===== config.mk =====
export PLATFORM = sky130hd
export DESIGN_NAME = severity_score_hysteresis_monitor
export DESIGN_NICKNAME = d
export VERILOG_FILES = /design/src/sv/sshm_pkg.sv /design/src/sv/sshm_ctrl.sv /design/src/sv/sshm_dp.sv /design/src/sv/severity_score_hysteresis_monitor.sv
export SDC_FILE = /design/constraint.sdc
export NUM_CORES = 2
export LEC_CHECK = 0
export ABC_CLOCK_PERIOD_IN_PS = 7560
export BUFFER_PORTS_ARGS = -buffer_cell sky130_fd_sc_hd__buf_2
export CORE_MARGIN = 4
export CORE_UTILIZATION = 56
export CTS_CLUSTER_DIAMETER = 30
export DETAILED_ROUTE_END_ITERATION = 16
export PLACE_DENSITY = 0.73
export SLEW_MARGIN = 0
export SYNTH_ARGS = -nofsm -noshare
export SYNTH_HDL_FRONTEND = slang
export SYNTH_SLANG_ARGS = --single-unit

===== constraint.sdc =====
create_clock -name clk -period 7.56 [get_ports clk]
set_input_delay 0.378 -clock clk [delete_from_list [all_inputs] [get_ports clk]]
set_output_delay 0.378 -clock clk [all_outputs]
set_load 0.01 [all_outputs]

===== src/sv/sshm_pkg.sv =====
// ----------------------------------------------------------------------------
// sshm_pkg
// Types, codes and widths shared by the severity score monitor modules.
// ----------------------------------------------------------------------------
package sshm_pkg;

    localparam int PEAK_W  = 24;
    localparam int REF_W   = 24;
    localparam int DEC_W   = 16;
    localparam int SCORE_W = 32;
    localparam int ERR_W   = 16;
    localparam int FRAC_W  = 16;
    localparam int QUO_W   = PEAK_W + FRAC_W;
    localparam int PROD_W  = DEC_W + SCORE_W;
    localparam int SUM_W   = QUO_W + 1;
    localparam int CNT_W   = $clog2(QUO_W);
    localparam int CFG_IDX_W  = 3;
    localparam int CFG_DATA_W = 32;

    localparam logic [QUO_W-1:0] ONE_Q16 = QUO_W'(1) << FRAC_W;

    localparam logic [1:0] COND_NORMAL  = 2'd0;
    localparam logic [1:0] COND_WARNING = 2'd1;
    localparam logic [1:0] COND_ALARM   = 2'd2;
    localparam logic [1:0] COND_FAULT   = 2'd3;

    localparam logic [CFG_IDX_W-1:0] REG_IMPACT_REFERENCE    = 3'd0;
    localparam logic [CFG_IDX_W-1:0] REG_LEAK_GAIN           = 3'd1;
    localparam logic [CFG_IDX_W-1:0] REG_WARNING_ENTER_LEVEL = 3'd2;
    localparam logic [CFG_IDX_W-1:0] REG_WARNING_EXIT_LEVEL  = 3'd3;
    localparam logic [CFG_IDX_W-1:0] REG_ALARM_ENTER_LEVEL   = 3'd4;
    localparam logic [CFG_IDX_W-1:0] REG_ALARM_EXIT_LEVEL    = 3'd5;
    localparam logic [CFG_IDX_W-1:0] REG_SCORE_CEILING       = 3'd6;
    localparam logic [CFG_IDX_W-1:0] REG_FAULT_ERROR_LIMIT   = 3'd7;

    typedef struct packed {
        logic               mode;
        logic [ERR_W-1:0]   sensor_error_run;
        logic               window_ready;
        logic [PEAK_W-1:0]  peak_magnitude;
    } in_item_t;

    typedef struct packed {
        logic [1:0]         condition;
        logic [SCORE_W-1:0] score_out;
    } out_item_t;

    typedef struct packed {
        logic [REF_W-1:0]   impact_reference;
        logic [DEC_W-1:0]   leak_gain;
        logic [SCORE_W-1:0] warning_enter_level;
        logic [SCORE_W-1:0] warning_exit_level;
        logic [SCORE_W-1:0] alarm_enter_level;
        logic [SCORE_W-1:0] alarm_exit_level;
        logic [SCORE_W-1:0] score_ceiling;
        logic [ERR_W-1:0]   fault_error_limit;
    } cfg_t;

    typedef struct packed {
        logic accept;
        logic div_step;
        logic contrib;
        logic sat;
        logic cond;
        logic out_load;
    } ctrl_cmd_t;

    typedef struct packed {
        logic window;
        logic out_free;
    } ctrl_status_t;

    function automatic logic [1:0] next_condition(
        input logic [1:0]         cur,
        input logic [SCORE_W-1:0] s,
        input cfg_t               cfg
    );
        logic [1:0] nxt;
        nxt = cur;
        case (cur)
            COND_NORMAL:
            begin
                if (s >= cfg.alarm_enter_level)
                    nxt = COND_ALARM;
                else if (s >= cfg.warning_enter_level)
                    nxt = COND_WARNING;
                else
                    nxt = COND_NORMAL;
            end
            COND_WARNING:
            begin
                if (s >= cfg.alarm_enter_level)
                    nxt = COND_ALARM;
                else if (s <= cfg.warning_exit_level)
                    nxt = COND_NORMAL;
                else
                    nxt = COND_WARNING;
            end
            COND_ALARM:
            begin
                if (s <= cfg.alarm_exit_level)
                    nxt = COND_WARNING;
                else
                    nxt = COND_ALARM;
            end
            default:
            begin
                nxt = COND_FAULT;
            end
        endcase
        return nxt;
    endfunction

endpackage


===== src/sv/sshm_ctrl.sv =====
// ----------------------------------------------------------------------------
// sshm_ctrl
// Sequencer: accept a transfer, step the divider, form the contribution,
// saturate, update the condition and hand the result to the output register.
// ----------------------------------------------------------------------------
module sshm_ctrl
    import sshm_pkg::*;
(
    input  logic         clk,
    input  logic         rst_n,
    input  logic         in_valid,
    output logic         in_stall,
    input  ctrl_status_t status,
    output ctrl_cmd_t    cmd
);

    localparam logic [2:0] S_IDLE    = 3'd0;
    localparam logic [2:0] S_DIV     = 3'd1;
    localparam logic [2:0] S_CONTRIB = 3'd2;
    localparam logic [2:0] S_SAT     = 3'd3;
    localparam logic [2:0] S_COND    = 3'd4;
    localparam logic [2:0] S_DONE    = 3'd5;

    localparam logic [CNT_W-1:0] LAST_STEP = CNT_W'(QUO_W - 1);

    logic [2:0]       state_reg;
    logic [2:0]       state_next;
    logic [CNT_W-1:0] cnt_reg;
    logic [CNT_W-1:0] cnt_next;

    assign in_stall = (state_reg != S_IDLE);

    always_comb
    begin
        state_next   = state_reg;
        cnt_next     = cnt_reg;
        cmd          = '0;
        case (state_reg)
            S_IDLE:
            begin
                if (in_valid)
                begin
                    cmd.accept = 1'b1;
                    cnt_next   = '0;
                    state_next = status.window ? S_DIV : S_DONE;
                end
            end
            S_DIV:
            begin
                cmd.div_step = 1'b1;
                cnt_next     = cnt_reg + CNT_W'(1);
                if (cnt_reg == LAST_STEP)
                    state_next = S_CONTRIB;
            end
            S_CONTRIB:
            begin
                cmd.contrib = 1'b1;
                state_next  = S_SAT;
            end
            S_SAT:
            begin
                cmd.sat    = 1'b1;
                state_next = S_COND;
            end
            S_COND:
            begin
                cmd.cond   = 1'b1;
                state_next = S_DONE;
            end
            S_DONE:
            begin
                if (status.out_free)
                begin
                    cmd.out_load = 1'b1;
                    state_next   = S_IDLE;
                end
            end
            default:
            begin
                state_next = S_IDLE;
            end
        endcase
    end

    always_ff @(posedge clk or negedge rst_n)
    begin
        if (!rst_n)
        begin
            state_reg <= S_IDLE;
            cnt_reg   <= '0;
        end
        else
        begin
            state_reg <= state_next;
            cnt_reg   <= cnt_next;
        end
    end

    a_div_length: assert property (@(posedge clk) disable iff (!rst_n)
        (state_reg == S_DIV && cnt_reg == LAST_STEP) |=> (state_reg == S_CONTRIB))
        else $error("divider did not finish after the full step count");

    a_load_free: assert property (@(posedge clk) disable iff (!rst_n)
        cmd.out_load |-> status.out_free)
        else $error("result loaded over an untaken transfer");

endmodule


===== src/sv/sshm_dp.sv =====
// ----------------------------------------------------------------------------
// sshm_dp
// Datapath: serial restoring divider, decay multiplier, saturating add,
// hysteresis state and the output register.
// ----------------------------------------------------------------------------
module sshm_dp
    import sshm_pkg::*;
(
    input  logic         clk,
    input  logic         rst_n,
    input  cfg_t         cfg,
    input  in_item_t     in_data,
    input  logic         out_stall,
    input  ctrl_cmd_t    cmd,
    output ctrl_status_t status,
    output logic         out_valid,
    output out_item_t    out_data
);

    logic [1:0]         condition_reg;
    logic [SCORE_W-1:0] severity_reg;
    logic [QUO_W-1:0]   quo_reg;
    logic [REF_W-1:0]   rem_reg;
    logic [PROD_W-1:0]  prod_reg;
    logic [QUO_W-1:0]   contrib_reg;
    logic               out_valid_reg;
    out_item_t          out_data_reg;

    logic               is_clear;
    logic               is_fault;
    logic [REF_W:0]     rem_shift;
    logic               q_bit;
    logic [REF_W:0]     rem_diff;
    logic [SUM_W-1:0]   total;
    logic [SCORE_W-1:0] decayed;

    assign is_clear = in_data.mode;
    assign is_fault = !in_data.mode && (in_data.sensor_error_run >= cfg.fault_error_limit);

    assign status.window   = !is_clear && !is_fault && (condition_reg != COND_FAULT)
                             && in_data.window_ready;
    assign status.out_free = !out_valid_reg || !out_stall;

    assign rem_shift = {rem_reg, quo_reg[QUO_W-1]};
    assign rem_diff  = rem_shift - {1'b0, cfg.impact_reference};
    assign q_bit     = (rem_shift >= {1'b0, cfg.impact_reference});

    assign decayed = prod_reg[PROD_W-1:FRAC_W];
    assign total   = SUM_W'(decayed) + SUM_W'(contrib_reg);

    always_ff @(posedge clk)
    begin
        if (cmd.accept)
        begin
            quo_reg <= {in_data.peak_magnitude, FRAC_W'(0)};
            rem_reg <= '0;
        end
        else if (cmd.div_step)
        begin
            quo_reg <= {quo_reg[QUO_W-2:0], q_bit};
            rem_reg <= q_bit ? rem_diff[REF_W-1:0] : rem_shift[REF_W-1:0];
        end
        if (cmd.div_step)
            prod_reg <= cfg.leak_gain * severity_reg;
        if (cmd.contrib)
            contrib_reg <= (quo_reg > ONE_Q16) ? (quo_reg - ONE_Q16) : '0;
        if (cmd.out_load)
            out_data_reg <= '{condition: condition_reg, score_out: severity_reg};
    end

    always_ff @(posedge clk or negedge rst_n)
    begin
        if (!rst_n)
        begin
            condition_reg <= COND_NORMAL;
            severity_reg  <= '0;
            out_valid_reg <= 1'b0;
        end
        else
        begin
            if (cmd.accept && is_clear)
            begin
                condition_reg <= COND_NORMAL;
                severity_reg  <= '0;
            end
            else if (cmd.accept && is_fault)
            begin
                condition_reg <= COND_FAULT;
            end
            if (cmd.sat)
            begin
                if (total > SUM_W'(cfg.score_ceiling))
                    severity_reg <= cfg.score_ceiling;
                else
                    severity_reg <= total[SCORE_W-1:0];
            end
            if (cmd.cond)
                condition_reg <= next_condition(condition_reg, severity_reg, cfg);
            if (cmd.out_load)
                out_valid_reg <= 1'b1;
            else if (!out_stall)
                out_valid_reg <= 1'b0;
        end
    end

    assign out_valid = out_valid_reg;
    assign out_data  = out_data_reg;

    a_clear: assert property (@(posedge clk) disable iff (!rst_n)
        (cmd.accept && is_clear) |=> (severity_reg == '0 && condition_reg == COND_NORMAL))
        else $error("clear did not return to normal with zero score");

    a_fault: assert property (@(posedge clk) disable iff (!rst_n)
        (cmd.accept && is_fault) |=> (condition_reg == COND_FAULT))
        else $error("error run at limit did not latch sensor fault");

    a_ceiling: assert property (@(posedge clk) disable iff (!rst_n)
        cmd.sat |=> (severity_reg <= cfg.score_ceiling))
        else $error("score above ceiling after saturation");

endmodule


===== src/sv/severity_score_hysteresis_monitor.sv =====
// ----------------------------------------------------------------------------
// severity_score_hysteresis_monitor
// Leaky severity score with a four-state hysteresis condition. One result per
// transfer. A clear, a sensor fault or an update without a window goes from
// accept to the done state; an update with a window runs the 40-step serial
// divider (peak / reference, one quotient bit per cycle), then contribution,
// saturation and condition. A new transfer is accepted once the previous
// result sits in the output register, which holds it until taken.
// ----------------------------------------------------------------------------
module severity_score_hysteresis_monitor
    import sshm_pkg::*;
(
    input  logic                  clk,
    input  logic                  rst_n,
    input  logic                  cfg_we,
    input  logic [CFG_IDX_W-1:0]  cfg_index,
    input  logic [CFG_DATA_W-1:0] cfg_wdata,
    input  logic                  in_valid,
    output logic                  in_stall,
    input  in_item_t              in_data,
    output logic                  out_valid,
    input  logic                  out_stall,
    output out_item_t             out_data
);

    cfg_t         cfg_reg;
    ctrl_cmd_t    cmd;
    ctrl_status_t status;

    always_ff @(posedge clk or negedge rst_n)
    begin
        if (!rst_n)
        begin
            cfg_reg.impact_reference    <= REF_W'(4096);
            cfg_reg.leak_gain           <= DEC_W'(58982);
            cfg_reg.warning_enter_level <= SCORE_W'(65536);
            cfg_reg.warning_exit_level  <= SCORE_W'(32768);
            cfg_reg.alarm_enter_level   <= SCORE_W'(196608);
            cfg_reg.alarm_exit_level    <= SCORE_W'(131072);
            cfg_reg.score_ceiling       <= SCORE_W'(327680);
            cfg_reg.fault_error_limit   <= ERR_W'(3);
        end
        else if (cfg_we)
        begin
            case (cfg_index)
                REG_IMPACT_REFERENCE:    cfg_reg.impact_reference    <= cfg_wdata[REF_W-1:0];
                REG_LEAK_GAIN:           cfg_reg.leak_gain           <= cfg_wdata[DEC_W-1:0];
                REG_WARNING_ENTER_LEVEL: cfg_reg.warning_enter_level <= cfg_wdata[SCORE_W-1:0];
                REG_WARNING_EXIT_LEVEL:  cfg_reg.warning_exit_level  <= cfg_wdata[SCORE_W-1:0];
                REG_ALARM_ENTER_LEVEL:   cfg_reg.alarm_enter_level   <= cfg_wdata[SCORE_W-1:0];
                REG_ALARM_EXIT_LEVEL:    cfg_reg.alarm_exit_level    <= cfg_wdata[SCORE_W-1:0];
                REG_SCORE_CEILING:       cfg_reg.score_ceiling       <= cfg_wdata[SCORE_W-1:0];
                REG_FAULT_ERROR_LIMIT:   cfg_reg.fault_error_limit   <= cfg_wdata[ERR_W-1:0];
                default:
                begin
                    cfg_reg <= cfg_reg;
                end
            endcase
        end
    end

    sshm_ctrl u_ctrl (
        .clk      (clk),
        .rst_n    (rst_n),
        .in_valid (in_valid),
        .in_stall (in_stall),
        .status   (status),
        .cmd      (cmd)
    );

    sshm_dp u_dp (
        .clk       (clk),
        .rst_n     (rst_n),
        .cfg       (cfg_reg),
        .in_data   (in_data),
        .out_stall (out_stall),
        .cmd       (cmd),
        .status    (status),
        .out_valid (out_valid),
        .out_data  (out_data)
    );

endmodule

==> results by group <==
Placed design
  • Placed instance area: 0.04158 mm²
  • Port bufs: 117
  • DP Cell Count: 5131
  • Routability-driven placement congestion ratio: 0.9826
  • DPL Wire Length: 82.52 mm

Global routing
  • Grt total ovfl: 0
  • Global-route wire length before repair: 174.2 mm
  • GRT Util Overall: 0.3003
  • Antenna violations before repair: 6
  • Largest net degree at the start of global routing: 100
  • Vias in the first global route: 30970

Final layout
  • Share of cells above drive strength 1: 0.1332
  • # diodes: 0
  • Filler instances: 5530
  • Final std cells w/o fill: 5311
  • Layout area overhead: 14.03%
  • Post-route cell area: 0.04509 mm²
  • Max reg flops: 216
  • Final core utilization: 0.6438
  • Final net count: 5144

Clocking
  • Clock buffer count from CTS: 94
  • # clock sinks: 430
  • Worst-path clk slew: 0.05 ns
  • CTS tree: done
  • Clk buf depth: 3
  • Clock root cell: clkbuf_16
  • Htree depth: 3
  • Insertion delay to the later sink of the worst-skew pair: 0.63 ns

Timing
  • RSZ-0062 raised after global routing: false
  • Fmax: 0.1383 GHz
  • Period minus WS final: 7.230 ns
  • Setup Skew: 0.04313 ns
  • Final-report hold violation count: 0
  • Worst slew pin tran: 1.289 ns
  • Final period util: 0.9564
  • Total negative slack: 0 ns
  • Fin. max-slew vios: 0
  • Count of final setup violators: 0
  • Slew headroom: 0.1319

Outcome
  • Status: completed

Routing
  • DR pass1 iterations: 6
  • DR vias: 30070
  • DRC Markers: 0
  • Routed len/inst: 20.73 µm
  • Detailed-route wire length: 110.1 mm
  • Drt first-iter violations: 2388
  • Vias per Instance: 5.662
  • ANT nets after route: 0

Setup path
  • CP endpoint: u_dp.prod_reg[47]
  • Worst path bufs/invs: 2
  • Worst R2R Setup Slack: 0.33 ns
  • CP Capture Type: flip-flop
  • Most common cell on crit path: fa_1
  • WP data required: 7.93 ns
  • Critical path depth: 20
  • Reg2reg end: u_dp.prod_reg[47]
  • Worst R2R Start: cfg_reg[190]
  • CP delay by family, top: adder cells
  • CP startpoint: cfg_reg[190]
  • Top fanout value on the critical path: 11
  • Register-to-Register Path Depth: 20
  • Data arrival, critical path: 7.60 ns
  • CP Launch Type: flip-flop
  • Crit-path cells: and2_1, fa_1, fa_1, fa_1, fa_1, fa_1, inv_1, fa_1, inv_1, ha_1, and4_1, a2111oi_2, o21ai_1, a221oi_2, a21boi_2, a41o_1, a2111oi_4, nor3_1, o41ai_1, xnor2_1
  • Setup CP Type: reg -> reg
  • Slowest stage cell, crit path: dfstp_2
  • Critical Path Max Stage Delay: 0.63 ns

Floorplan
  • Cell row count: 97
  • Die area: 0.07492 mm²
  • Die Ht: 273.7 µm
  • Chip width: 273.7 µm
  • Initial Util: 0.5646
  • Core Area: 0.07003 mm²
  • # IOs: 118

Yosys
  • Yosys reg bits: 430
  • Post-Synthesis Cell Area: 0.03954 mm²
  • Yosys warning total: 0
  • Synth area leaders: fa_1, dfrtp_1, ha_1, edfxtp_1, inv_1
  • Number of synthesized flops with an enable pin: 130
  • Synth Flop Type: dfrtp_1
  • Top cell type's share of synthesized area: 0.2121
  • Synth Area per Inst: 9.569 µm²
  • Cells after Synth: 4132
  • Register area share after synthesis: 0.2841
  • Post-synth cell types: 78
  • Syn Nets: 4985
  • Yosys top cell by area: fa_1
  • Asr flop ratio synth: 0.6047

Run
  • Max-cap violations: 0

Min path
  • Hold Path Class: in -> reg
## stage by stage
step	hold WS (ns)	setup WS (ns)
floorplan	0.08241	0.4148
global placement	0.4440	0.08991
detailed placement	0.4607	0.009559
CTS	0.0004664	0.01467
global route	0.007604	0.0004272
finish	0.02754	0.3297
## cell type report
class / count / area [µm²] / area share
multi-input combinational: 2835 / 25110 / 0.5569
sequential: 430 / 11240 / 0.2492
inverter: 692 / 2599 / 0.05764
clock buffer: 117 / 2560 / 0.05678
timing repair buffer: 238 / 1531 / 0.03397
tap: 940 / 1176 / 0.02609
clock inverter: 59 / 873.3 / 0.01937
## synth_stat cells, drive strengths merged (6+ instances only)
cell,instances
a211oi,13
a21o,85
a21oi,126
a221oi,10
a22o,22
a31oi,14
and2,227
and3,10
and4,7
buf,8
clkbuf,167
dfrtp,241
dfstp,19
dfxtp,40
edfxtp,130
fa,419
ha,352
inv,691
mux2,132
mux2i,14
nand2,591
nand2b,25
nand3,58
nand3b,6
nand4,45
nor2,106
nor2b,43
nor3,41
nor4,16
o211ai,44
o21a,22
o21ai,177
o21bai,13
o31ai,8
or3,8
or4,33
xnor2,60
xor2,34
## repair_timing
action | in CTS | in global routing
resized for setup | 1 | 6
pin swaps | 0 | 1
endpoints found under the hold margin | 91 | 0
hold buffers | 2 | 0
endpoints found under the setup margin | 1 | 10
buffers inserted | 0 | 2
## logic make-up after synthesis
group | count (synthesis) | share of synthesized area
xor gates and xnor gates | 94 | 0.02082
DFF | 430 | 0.2841
adders and majority gates | 771 | 0.3235
muxes | 146 | 0.04114
and+or+nand+nor | 1235 | 0.1510
buffers and inverters | 867 | 0.08300
AOI/OAI and AO/OA | 589 | 0.09636
## how the worst min path moves through the flow
stage | end | slack, ns | cells past startpoint | from
finish | u_dp.quo_reg[17] | 0.03 | 3 | in_data[1]
global route | u_dp.quo_reg[33] | 0.008 | 2 | in_data[17]
CTS | u_dp.quo_reg[16] | 0.0005 | 2 | in_data[0]
detailed placement | u_ctrl.cnt_reg[3] | 0.46 | 1 | rst_n
global placement | u_dp.rem_reg[23] | 0.44 | 2 | u_dp.rem_reg[23]
floorplan | cfg_reg[100] | 0.08 | 0 | rst_n
## tightest hold or removal path, stage by stage
cell and delay (ns):
buf_2 0.08, nand2_1 0.04, o21ai_0 0.06
## cells in the final DEF (no fill, tap or decap), types with 19 or more instances in the layout
master and instances:
and2_1 227, buf_2 116, or4_1 33, dfxtp_1 40
inv_1 691, fa_1 419, nand2b_1 25, o211ai_1 44
nor2b_1 43, o21ai_0 171, nor3_1 37, nor2_1 105
o21a_1 22, a22o_1 22, a21oi_1 122, xnor2_1 60
mux2_2 132, nand2_1 591, clkbuf_16 95, ha_1 352
buf_4 116, a21o_1 85, nand4_1 45, dfstp_2 19
xor2_1 34, nand3_1 58, edfxtp_1 130, dfrtp_1 239
## layer usage
layer | up-vias | GRT usage | share of wire
met3 | 273 | 0.07152 | 0.086
li1 | 13830 | - | -
met4 | 6 | 0.1148 | 0.042
met5 | - | 0 | 0.00050
met1 | 14730 | 0.3897 | 0.40
met2 | 1233 | 0.4911 | 0.47
Power is left out: the tool's default activity adds up to more than one toggle a clock period on the data nets, which glitch-free logic cannot reach.
